`src/rtl/core/sti_pkg.sv`:
```
// ----------------------------------------------------------------------------
// sti_pkg
// shared types and codes for the sorted table insert/remove block
// ----------------------------------------------------------------------------
package sti_pkg;

    // width of one stored value
    localparam int VALUE_W = 32;

    // operation codes carried in tuser
    localparam logic ACT_INSERT = 1'b0;
    localparam logic ACT_REMOVE = 1'b1;

    // result status codes
    typedef enum logic [1:0] {
        STATUS_INSERTED  = 2'd0,
        STATUS_REMOVED   = 2'd1,
        STATUS_NOT_FOUND = 2'd2,
        STATUS_FULL      = 2'd3
    } status_t;

    // outcome of the shared compare unit
    typedef struct packed {
        logic gt;   // stored entry strictly above the operand
        logic eq;   // stored entry equal to the operand
    } cmp_res_t;

endpackage

```
`src/rtl/core/sorted_table_insert_remove_top.sv`:
```
// sequence: an insert reads and moves entries up from the top until it places the value, a remove
//   reads every entry held; a refused insert skips the ram; S_DONE waits while the output stalls
// throughput: one item at a time; s_tready returns on the edge that registers the
//   result, set by the entry ram's one read port and one compare unit
// reset: rst_n asynchronous, active low; clears count, sequencer and output
//   valid; the entry ram is not cleared and only entries below count are read
// ----------------------------------------------------------------------------
// sorted_table_insert_remove_top
// bounded ascending table of signed values with insert and remove, scanned
// one entry per S_RD/S_CHK pair by a small sequencer around a shared comparator
// ----------------------------------------------------------------------------
module sorted_table_insert_remove_top #(
    parameter int CAPACITY = 32
) (
    input  logic        clk,
    input  logic        rst_n,
    // input items
    input  logic        s_tvalid,
    output logic        s_tready,
    input  logic [31:0] s_tdata,    // [31:0] value
    input  logic [0:0]  s_tuser,    // [0] action
    // result items
    output logic        m_tvalid,
    input  logic        m_tready,
    output logic [7:0]  m_tdata     // [1:0] status, [7:2] entry_count
);

    localparam int AW = (CAPACITY > 1) ? $clog2(CAPACITY) : 1;
    localparam int CW = $clog2(CAPACITY + 1);
    localparam logic [CW-1:0] CAP_C = CW'(CAPACITY);
    localparam int VW = sti_pkg::VALUE_W;

    // one-hot sequencer states
    typedef enum logic [3:0] {
        S_IDLE = 4'b0001,   // waiting for an item
        S_RD   = 4'b0010,   // issue ram read or finish the scan
        S_CHK  = 4'b0100,   // compare read entry, move it or place the value
        S_DONE = 4'b1000    // hand the result to the output register
    } state_t;

    state_t           state_reg, state_next;
    logic             act_reg, act_next;
    logic [VW-1:0]    val_reg, val_next;
    logic [CW-1:0]    idx_reg, idx_next;
    logic [CW-1:0]    count_reg, count_next;
    logic             found_reg, found_next;
    sti_pkg::status_t st_reg, st_next;
    logic             m_valid_reg, m_valid_next;
    logic [7:0]       m_data_reg, m_data_next;

    // ram port signals
    logic          wen, ren;
    logic [AW-1:0] waddr, raddr;
    logic [VW-1:0] wdata, rdata;

    sti_pkg::cmp_res_t cmp;

    logic [CW-1:0]   idx_m1;
    logic [CW+5:0]   count_ext;
    logic            out_free;

    assign idx_m1    = idx_reg - CW'(1);
    assign count_ext = {6'b0, count_reg};
    assign out_free  = !m_valid_reg || m_tready;

    sti_ram #(
        .DEPTH (CAPACITY),
        .AW    (AW)
    ) u_ram (
        .clk   (clk),
        .wen   (wen),
        .waddr (waddr),
        .wdata (wdata),
        .ren   (ren),
        .raddr (raddr),
        .rdata (rdata)
    );

    sti_cmp u_cmp (
        .entry   (rdata),
        .operand (val_reg),
        .res     (cmp)
    );

    always_comb
    begin
        state_next   = state_reg;
        act_next     = act_reg;
        val_next     = val_reg;
        idx_next     = idx_reg;
        count_next   = count_reg;
        found_next   = found_reg;
        st_next      = st_reg;
        m_valid_next = m_valid_reg;
        m_data_next  = m_data_reg;
        wen          = 1'b0;
        waddr        = '0;
        wdata        = val_reg;
        ren          = 1'b0;
        raddr        = '0;

        if (m_tready)
        begin
            m_valid_next = 1'b0;
        end

        case (state_reg)
            S_IDLE:
            begin
                if (s_tvalid)
                begin
                    act_next   = s_tuser[0];
                    val_next   = s_tdata[VW-1:0];
                    found_next = 1'b0;
                    if (s_tuser[0] == sti_pkg::ACT_INSERT)
                    begin
                        if (count_reg == CAP_C)
                        begin
                            // table full: refuse without touching the ram
                            st_next    = sti_pkg::STATUS_FULL;
                            state_next = S_DONE;
                        end
                        else
                        begin
                            idx_next   = count_reg;
                            state_next = S_RD;
                        end
                    end
                    else
                    begin
                        idx_next   = '0;
                        state_next = S_RD;
                    end
                end
            end
            S_RD:
            begin
                if (act_reg == sti_pkg::ACT_INSERT)
                begin
                    if (idx_reg == '0)
                    begin
                        // every entry moved up: value goes to the bottom
                        wen        = 1'b1;
                        waddr      = '0;
                        count_next = count_reg + CW'(1);
                        st_next    = sti_pkg::STATUS_INSERTED;
                        state_next = S_DONE;
                    end
                    else
                    begin
                        ren        = 1'b1;
                        raddr      = idx_m1[AW-1:0];
                        state_next = S_CHK;
                    end
                end
                else
                begin
                    if (idx_reg == count_reg)
                    begin
                        if (found_reg)
                        begin
                            count_next = count_reg - CW'(1);
                            st_next    = sti_pkg::STATUS_REMOVED;
                        end
                        else
                        begin
                            st_next = sti_pkg::STATUS_NOT_FOUND;
                        end
                        state_next = S_DONE;
                    end
                    else
                    begin
                        ren        = 1'b1;
                        raddr      = idx_reg[AW-1:0];
                        state_next = S_CHK;
                    end
                end
            end
            S_CHK:
            begin
                if (act_reg == sti_pkg::ACT_INSERT)
                begin
                    wen   = 1'b1;
                    waddr = idx_reg[AW-1:0];
                    if (cmp.gt)
                    begin
                        // larger entry shifts up one place
                        wdata      = rdata;
                        idx_next   = idx_m1;
                        state_next = S_RD;
                    end
                    else
                    begin
                        count_next = count_reg + CW'(1);
                        st_next    = sti_pkg::STATUS_INSERTED;
                        state_next = S_DONE;
                    end
                end
                else
                begin
                    if (found_reg)
                    begin
                        // entries past the removed one close the gap
                        wen   = 1'b1;
                        waddr = idx_m1[AW-1:0];
                        wdata = rdata;
                    end
                    else if (cmp.eq)
                    begin
                        found_next = 1'b1;
                    end
                    idx_next   = idx_reg + CW'(1);
                    state_next = S_RD;
                end
            end
            S_DONE:
            begin
                if (out_free)
                begin
                    m_valid_next = 1'b1;
                    m_data_next  = {count_ext[5:0], st_reg};
                    state_next   = S_IDLE;
                end
            end
            default:
            begin
                state_next = S_IDLE;
            end
        endcase
    end

    // control state
    always_ff @(posedge clk or negedge rst_n)
    begin
        if (!rst_n)
        begin
            state_reg   <= S_IDLE;
            count_reg   <= '0;
            found_reg   <= 1'b0;
            m_valid_reg <= 1'b0;
        end
        else
        begin
            state_reg   <= state_next;
            count_reg   <= count_next;
            found_reg   <= found_next;
            m_valid_reg <= m_valid_next;
        end
    end

    // item payload and scan position
    always_ff @(posedge clk)
    begin
        act_reg    <= act_next;
        val_reg    <= val_next;
        idx_reg    <= idx_next;
        st_reg     <= st_next;
        m_data_reg <= m_data_next;
    end

    assign s_tready = (state_reg == S_IDLE);
    assign m_tvalid = m_valid_reg;
    assign m_tdata  = m_data_reg;

`ifndef NO_ASSERTIONS
    // the table never holds more than its capacity
    a_count_bound: assert property (@(posedge clk) disable iff (!rst_n)
        count_reg <= CAP_C)
        else $error("entry count above capacity");

    // an insert compare step always has a lower neighbour inside the table
    a_insert_scan: assert property (@(posedge clk) disable iff (!rst_n)
        (state_reg == S_CHK && act_reg == sti_pkg::ACT_INSERT)
        |-> (idx_reg != '0 && idx_reg <= count_reg && count_reg < CAP_C))
        else $error("insert scan outside the table");

    // a full status is only reported against a full table
    a_full_status: assert property (@(posedge clk) disable iff (!rst_n)
        (state_reg == S_DONE && out_free && st_reg == sti_pkg::STATUS_FULL)
        |-> count_reg == CAP_C)
        else $error("full status with room left");

    // a new result only appears as the sequencer finishes an item
    a_result_source: assert property (@(posedge clk) disable iff (!rst_n)
        $rose(m_tvalid) |-> $past(state_reg == S_DONE))
        else $error("result without a finished item");
`endif

endmodule

```
`src/rtl/core/sti_ram.sv`:
```
// ----------------------------------------------------------------------------
// sti_ram
// entry store: one write port, one read port with registered read data
// ----------------------------------------------------------------------------
module sti_ram #(
    parameter int DEPTH = 32,
    parameter int AW    = 5
) (
    input  logic                        clk,
    input  logic                        wen,
    input  logic [AW-1:0]               waddr,
    input  logic [sti_pkg::VALUE_W-1:0] wdata,
    input  logic                        ren,
    input  logic [AW-1:0]               raddr,
    output logic [sti_pkg::VALUE_W-1:0] rdata
);

    logic [sti_pkg::VALUE_W-1:0] mem [DEPTH];
    logic [sti_pkg::VALUE_W-1:0] rdata_reg;

    always_ff @(posedge clk)
    begin
        if (wen)
        begin
            mem[waddr] <= wdata;
        end
        if (ren)
        begin
            rdata_reg <= mem[raddr];
        end
    end

    assign rdata = rdata_reg;

endmodule

```
`src/rtl/core/sti_cmp.sv`:
```
// ----------------------------------------------------------------------------
// sti_cmp
// shared signed compare unit used by the insert and remove scans
// ----------------------------------------------------------------------------
module sti_cmp (
    input  logic signed [sti_pkg::VALUE_W-1:0] entry,
    input  logic signed [sti_pkg::VALUE_W-1:0] operand,
    output sti_pkg::cmp_res_t                  res
);

    always_comb
    begin
        res.gt = (entry > operand);
        res.eq = (entry == operand);
    end

endmodule
```
`config.mk`:
```
export PLATFORM = sky130hd
export DESIGN_NAME = sorted_table_insert_remove_top
export DESIGN_NICKNAME = d
export VERILOG_FILES = /design/src/rtl/core/sti_pkg.sv /design/src/rtl/core/sorted_table_insert_remove_top.sv /design/src/rtl/core/sti_ram.sv /design/src/rtl/core/sti_cmp.sv
export SDC_FILE = /design/constraint.sdc
export NUM_CORES = 1
export LEC_CHECK = 0
export BUFFER_PORTS_ARGS = -buffer_cell sky130_fd_sc_hd__buf_2
export CORE_ASPECT_RATIO = 0.8
export CORE_MARGIN = 5
export CORE_UTILIZATION = 45
export CTS_CLUSTER_SIZE = 14
export DETAILED_ROUTE_END_ITERATION = 7
export PLACE_DENSITY_LB_ADDON = 0.15
export SYNTH_ARGS = -nofsm -noshare
export SYNTH_HDL_FRONTEND = slang
export SYNTH_SLANG_ARGS = --single-unit
```
`constraint.sdc`:
```
create_clock -name clk -period 4.8 [get_ports clk]
set_input_delay 0.96 -clock clk [delete_from_list [all_inputs] [get_ports clk]]
set_output_delay 0.96 -clock clk [all_outputs]
set_load 0.01 [all_outputs]
```
==> impl_metrics.tcl <==
set metrics [dict create \
    grt_max_degree 81 \
    post-cts-setup-buffers 0 \
    critPathLaunchType "register" \
    first_global_vias 22400 \
    drt_wl_total_microns 118000 \
    async_flop_share_pct 1.07 \
    ff_latch_area_sq_mm 0.0335 \
    post_cts_resized 0 \
    placed_cells 3656 \
    cts_root_buf "clkbuf_16" \
    relSlewSlack_pct 26.3 \
    cts_max_level 3 \
    largest_register_ffs 1024 \
    hold_path_class "primary input to asynchronous set/reset pin" \
    leakagePower_nw 18.1 \
    vias_per_cell 5.90 \
    slowest_stage "edfxtp_1" \
    worstMarginPinSlew_ns 1.10 \
    design.core.area_sq_mm 0.0985 \
    die_w_microns 362 \
    post-dp-hpwl_microns 63400 \
    yosysSeqAreaShare_pct 75.2 \
    cts.sinks 1117 \
    n_antenna_cell 0 \
    slew_viol_final 0 \
    gp_congestion 0.794 \
    vdd_drop_max_mv 0.312 \
    fp.dieArea_sq_mm 0.105 \
    cts_tree "done" \
    die_h_microns 291 \
    multi_input_area_sq_mm 0.0106 \
    rows 103 \
    drive_above_1_share_pct 19.9 \
    synthFlopType "edfxtp_1" \
    n_fill_cell 7828 \
    max_cap_viol_count 0 \
    final_cell_mix "edfxtp_1 (1105), mux2i_1 (322), nand2_1 (166), mux4_2 (128), clkbuf_16 (114)" \
    crit_type "register to register" \
    grt_pass1_wl_microns 168000 \
    clockBufferDepth 3 \
    ant_nets 0 \
    port_buffers 46 \
    max_freq_ghz 0.229 \
    layout_commonest_cell "edfxtp_1" \
    detail_route.wl_per_cell_microns 30.5 \
    rsz0062_at_grt "false" \
    setup_viol 0 \
    crit_path_max_fanout 57 \
    ioPinCount 47 \
    fin_cells 3865 \
    crit_arrival_ns 4.72 \
    path_common_cell "buf_12" \
    path_cells "inv_1 > ha_1 > or3b_4 > o311ai_4 > nand2b_1 > a21boi_4 > buf_12 > buf_12 > mux2i_1 > nand2_1 > a32oi_1 > nand4_1" \
    yosys-mux-area-fraction_pct 14.8 \
    syn_inst 2334 \
    grt_overflow_total 0 \
    pwr_density_cell_mw_per_mm2 458 \
    cts_hold_buffers 0 \
    synth_top_family_by_area "multiplexers" \
    status "finished, final reports clean" \
    reg2reg_depth 12 \
    final.min_clock_period_ns 4.36 \
    clkTransAtPathRegs_ns 0.06 \
    holdWs_ns 0.188 \
    synth_compound_area_share_pct 3.46 \
    final_util_pct 51.4 \
    antenna_found_initial 2 \
    clock_latency_ns 0.68 \
    synth_xor_area_share_pct 0.354 \
    cpPeakStageDelay_ns 0.58 \
    start_util_pct 45.2 \
    end_kind "register" \
    skew_ns 0.0203 \
    synth.distinct_cells 63 \
    grt_usage_pct 22.2 \
    drt_iter0_drc 2482 \
    yosysWarnings 0 \
    period_share_pct 90.9 \
    setup_tns_ns 0 \
    synth_edf_count 1105 \
    worstPathRequired_ns 5.16 \
    syn-cell-area_sq_mm 0.0445 \
    synthAdderAreaFrac_pct 1.04 \
    hold_viol_final 0 \
    cts_buffers 113 \
    synth_fp_nets 2408 \
    drc 0 \
    drtPass1Iterations 6 \
    avgSynthCellArea_sq_um 19.1 \
    vias 22800 \
    syn2layout_area_growth_pct 13.7 \
    ys_seq_elements 1117 \
    num-nets-final 2533 \
    yosys.area_share.simple_pct 3.32 \
]
## metal layers
layer | vias to the layer above | GRT usage [%] | wire (microns)
li1 | 9745 | - | -
met1 | 12000 | 32.3 | 51300
met2 | 848 | 35.4 | 55600
met3 | 180 | 3.82 | 8040
met4 | 0 | 5.33 | 2820
met5 | - | 0 | 0
## cells by family (layout without fill, tap and decap cells)
logic type / after synthesis / count (layout)
flops: 1117 / 1117
fa+ha+maj: 37 / 37
compound gates: 202 / 202
buf+inv: 164 / 383
simple gates: 314 / 314
mux: 482 / 482
xor+xnor: 18 / 18
## per-stage QoR
stage                     power, W  instance area [sq um]  setup slack (ns)
after CTS                   0.0234                  50600             0.538
final                       0.0232                  50600             0.439
after detailed placement    0.0149                  47100             0.556
after floorplan             0.0139                  44500             0.990
after global placement      0.0149                  47100             0.572
after global routing        0.0240                  50600             0.298
## critical path, delay by kind of cell (launching register included)
family	cells	cell delay [ns]
compound gates	3	1.11
fa+ha+maj	1	0.29
buf+inv	3	0.81
flops	1	0.58
mux	1	0.24
simple gates	4	0.95
## cell type report
type | instances | area share (%)
Timing Repair Buffer | 129 | 2.40
Sequential cell | 1117 | 66.1
Inverter | 45 | 0.334
Clock buffer | 135 | 5.79
Tap cell | 1312 | 3.24
Clock inverter | 74 | 1.24
Multi-Input combinational cell | 1053 | 20.9
## cells in the mapped netlist (5+ instances only)
library cell / n / area share (%)
o21ai_0: 13 / 0.15
xor2_1: 14 / 0.28
nor3_1: 10 / 0.11
mux2_4: 30 / 1.0
a32oi_1: 67 / 1.3
buf_4: 35 / 0.59
ha_1: 37 / 1.0
mux4_2: 128 / 6.5
buf_2: 29 / 0.33
nand3_1: 10 / 0.11
clkbuf_1: 48 / 0.40
nor2_1: 49 / 0.41
mux2i_1: 322 / 7.2
o21a_1: 5 / 0.084
a22oi_1: 64 / 1.1
nand2_1: 167 / 1.4
edfxtp_1: 1105 / 75
a21oi_1: 22 / 0.25
dfrtp_1: 11 / 0.62
nand4_1: 42 / 0.59
nand3b_1: 5 / 0.084
inv_1: 45 / 0.38
o31ai_1: 6 / 0.10
## where the power goes
group          leakage, nW  switching (W)  internal (W)
clock network         1.74        0.00358       0.00487
logic                 6.23        0.00199       0.00101
registers             10.1       0.000211        0.0115
## final timing paths
kind	to	slack [ns]	from
max	u_ram.rdata[26]	0.44	idx_reg[0]
min in group clk	m_tdata[1]	0.42	st_reg[1]
min reg2reg	m_tdata[1]	0.42	st_reg[1]
max reg2reg	u_ram.rdata[26]	0.44	idx_reg[0]
max in group asynchronous	state_reg[0]	4.33	rst_n
min	state_reg[2]	0.19	rst_n
Power figures use the tool's default switching activity.
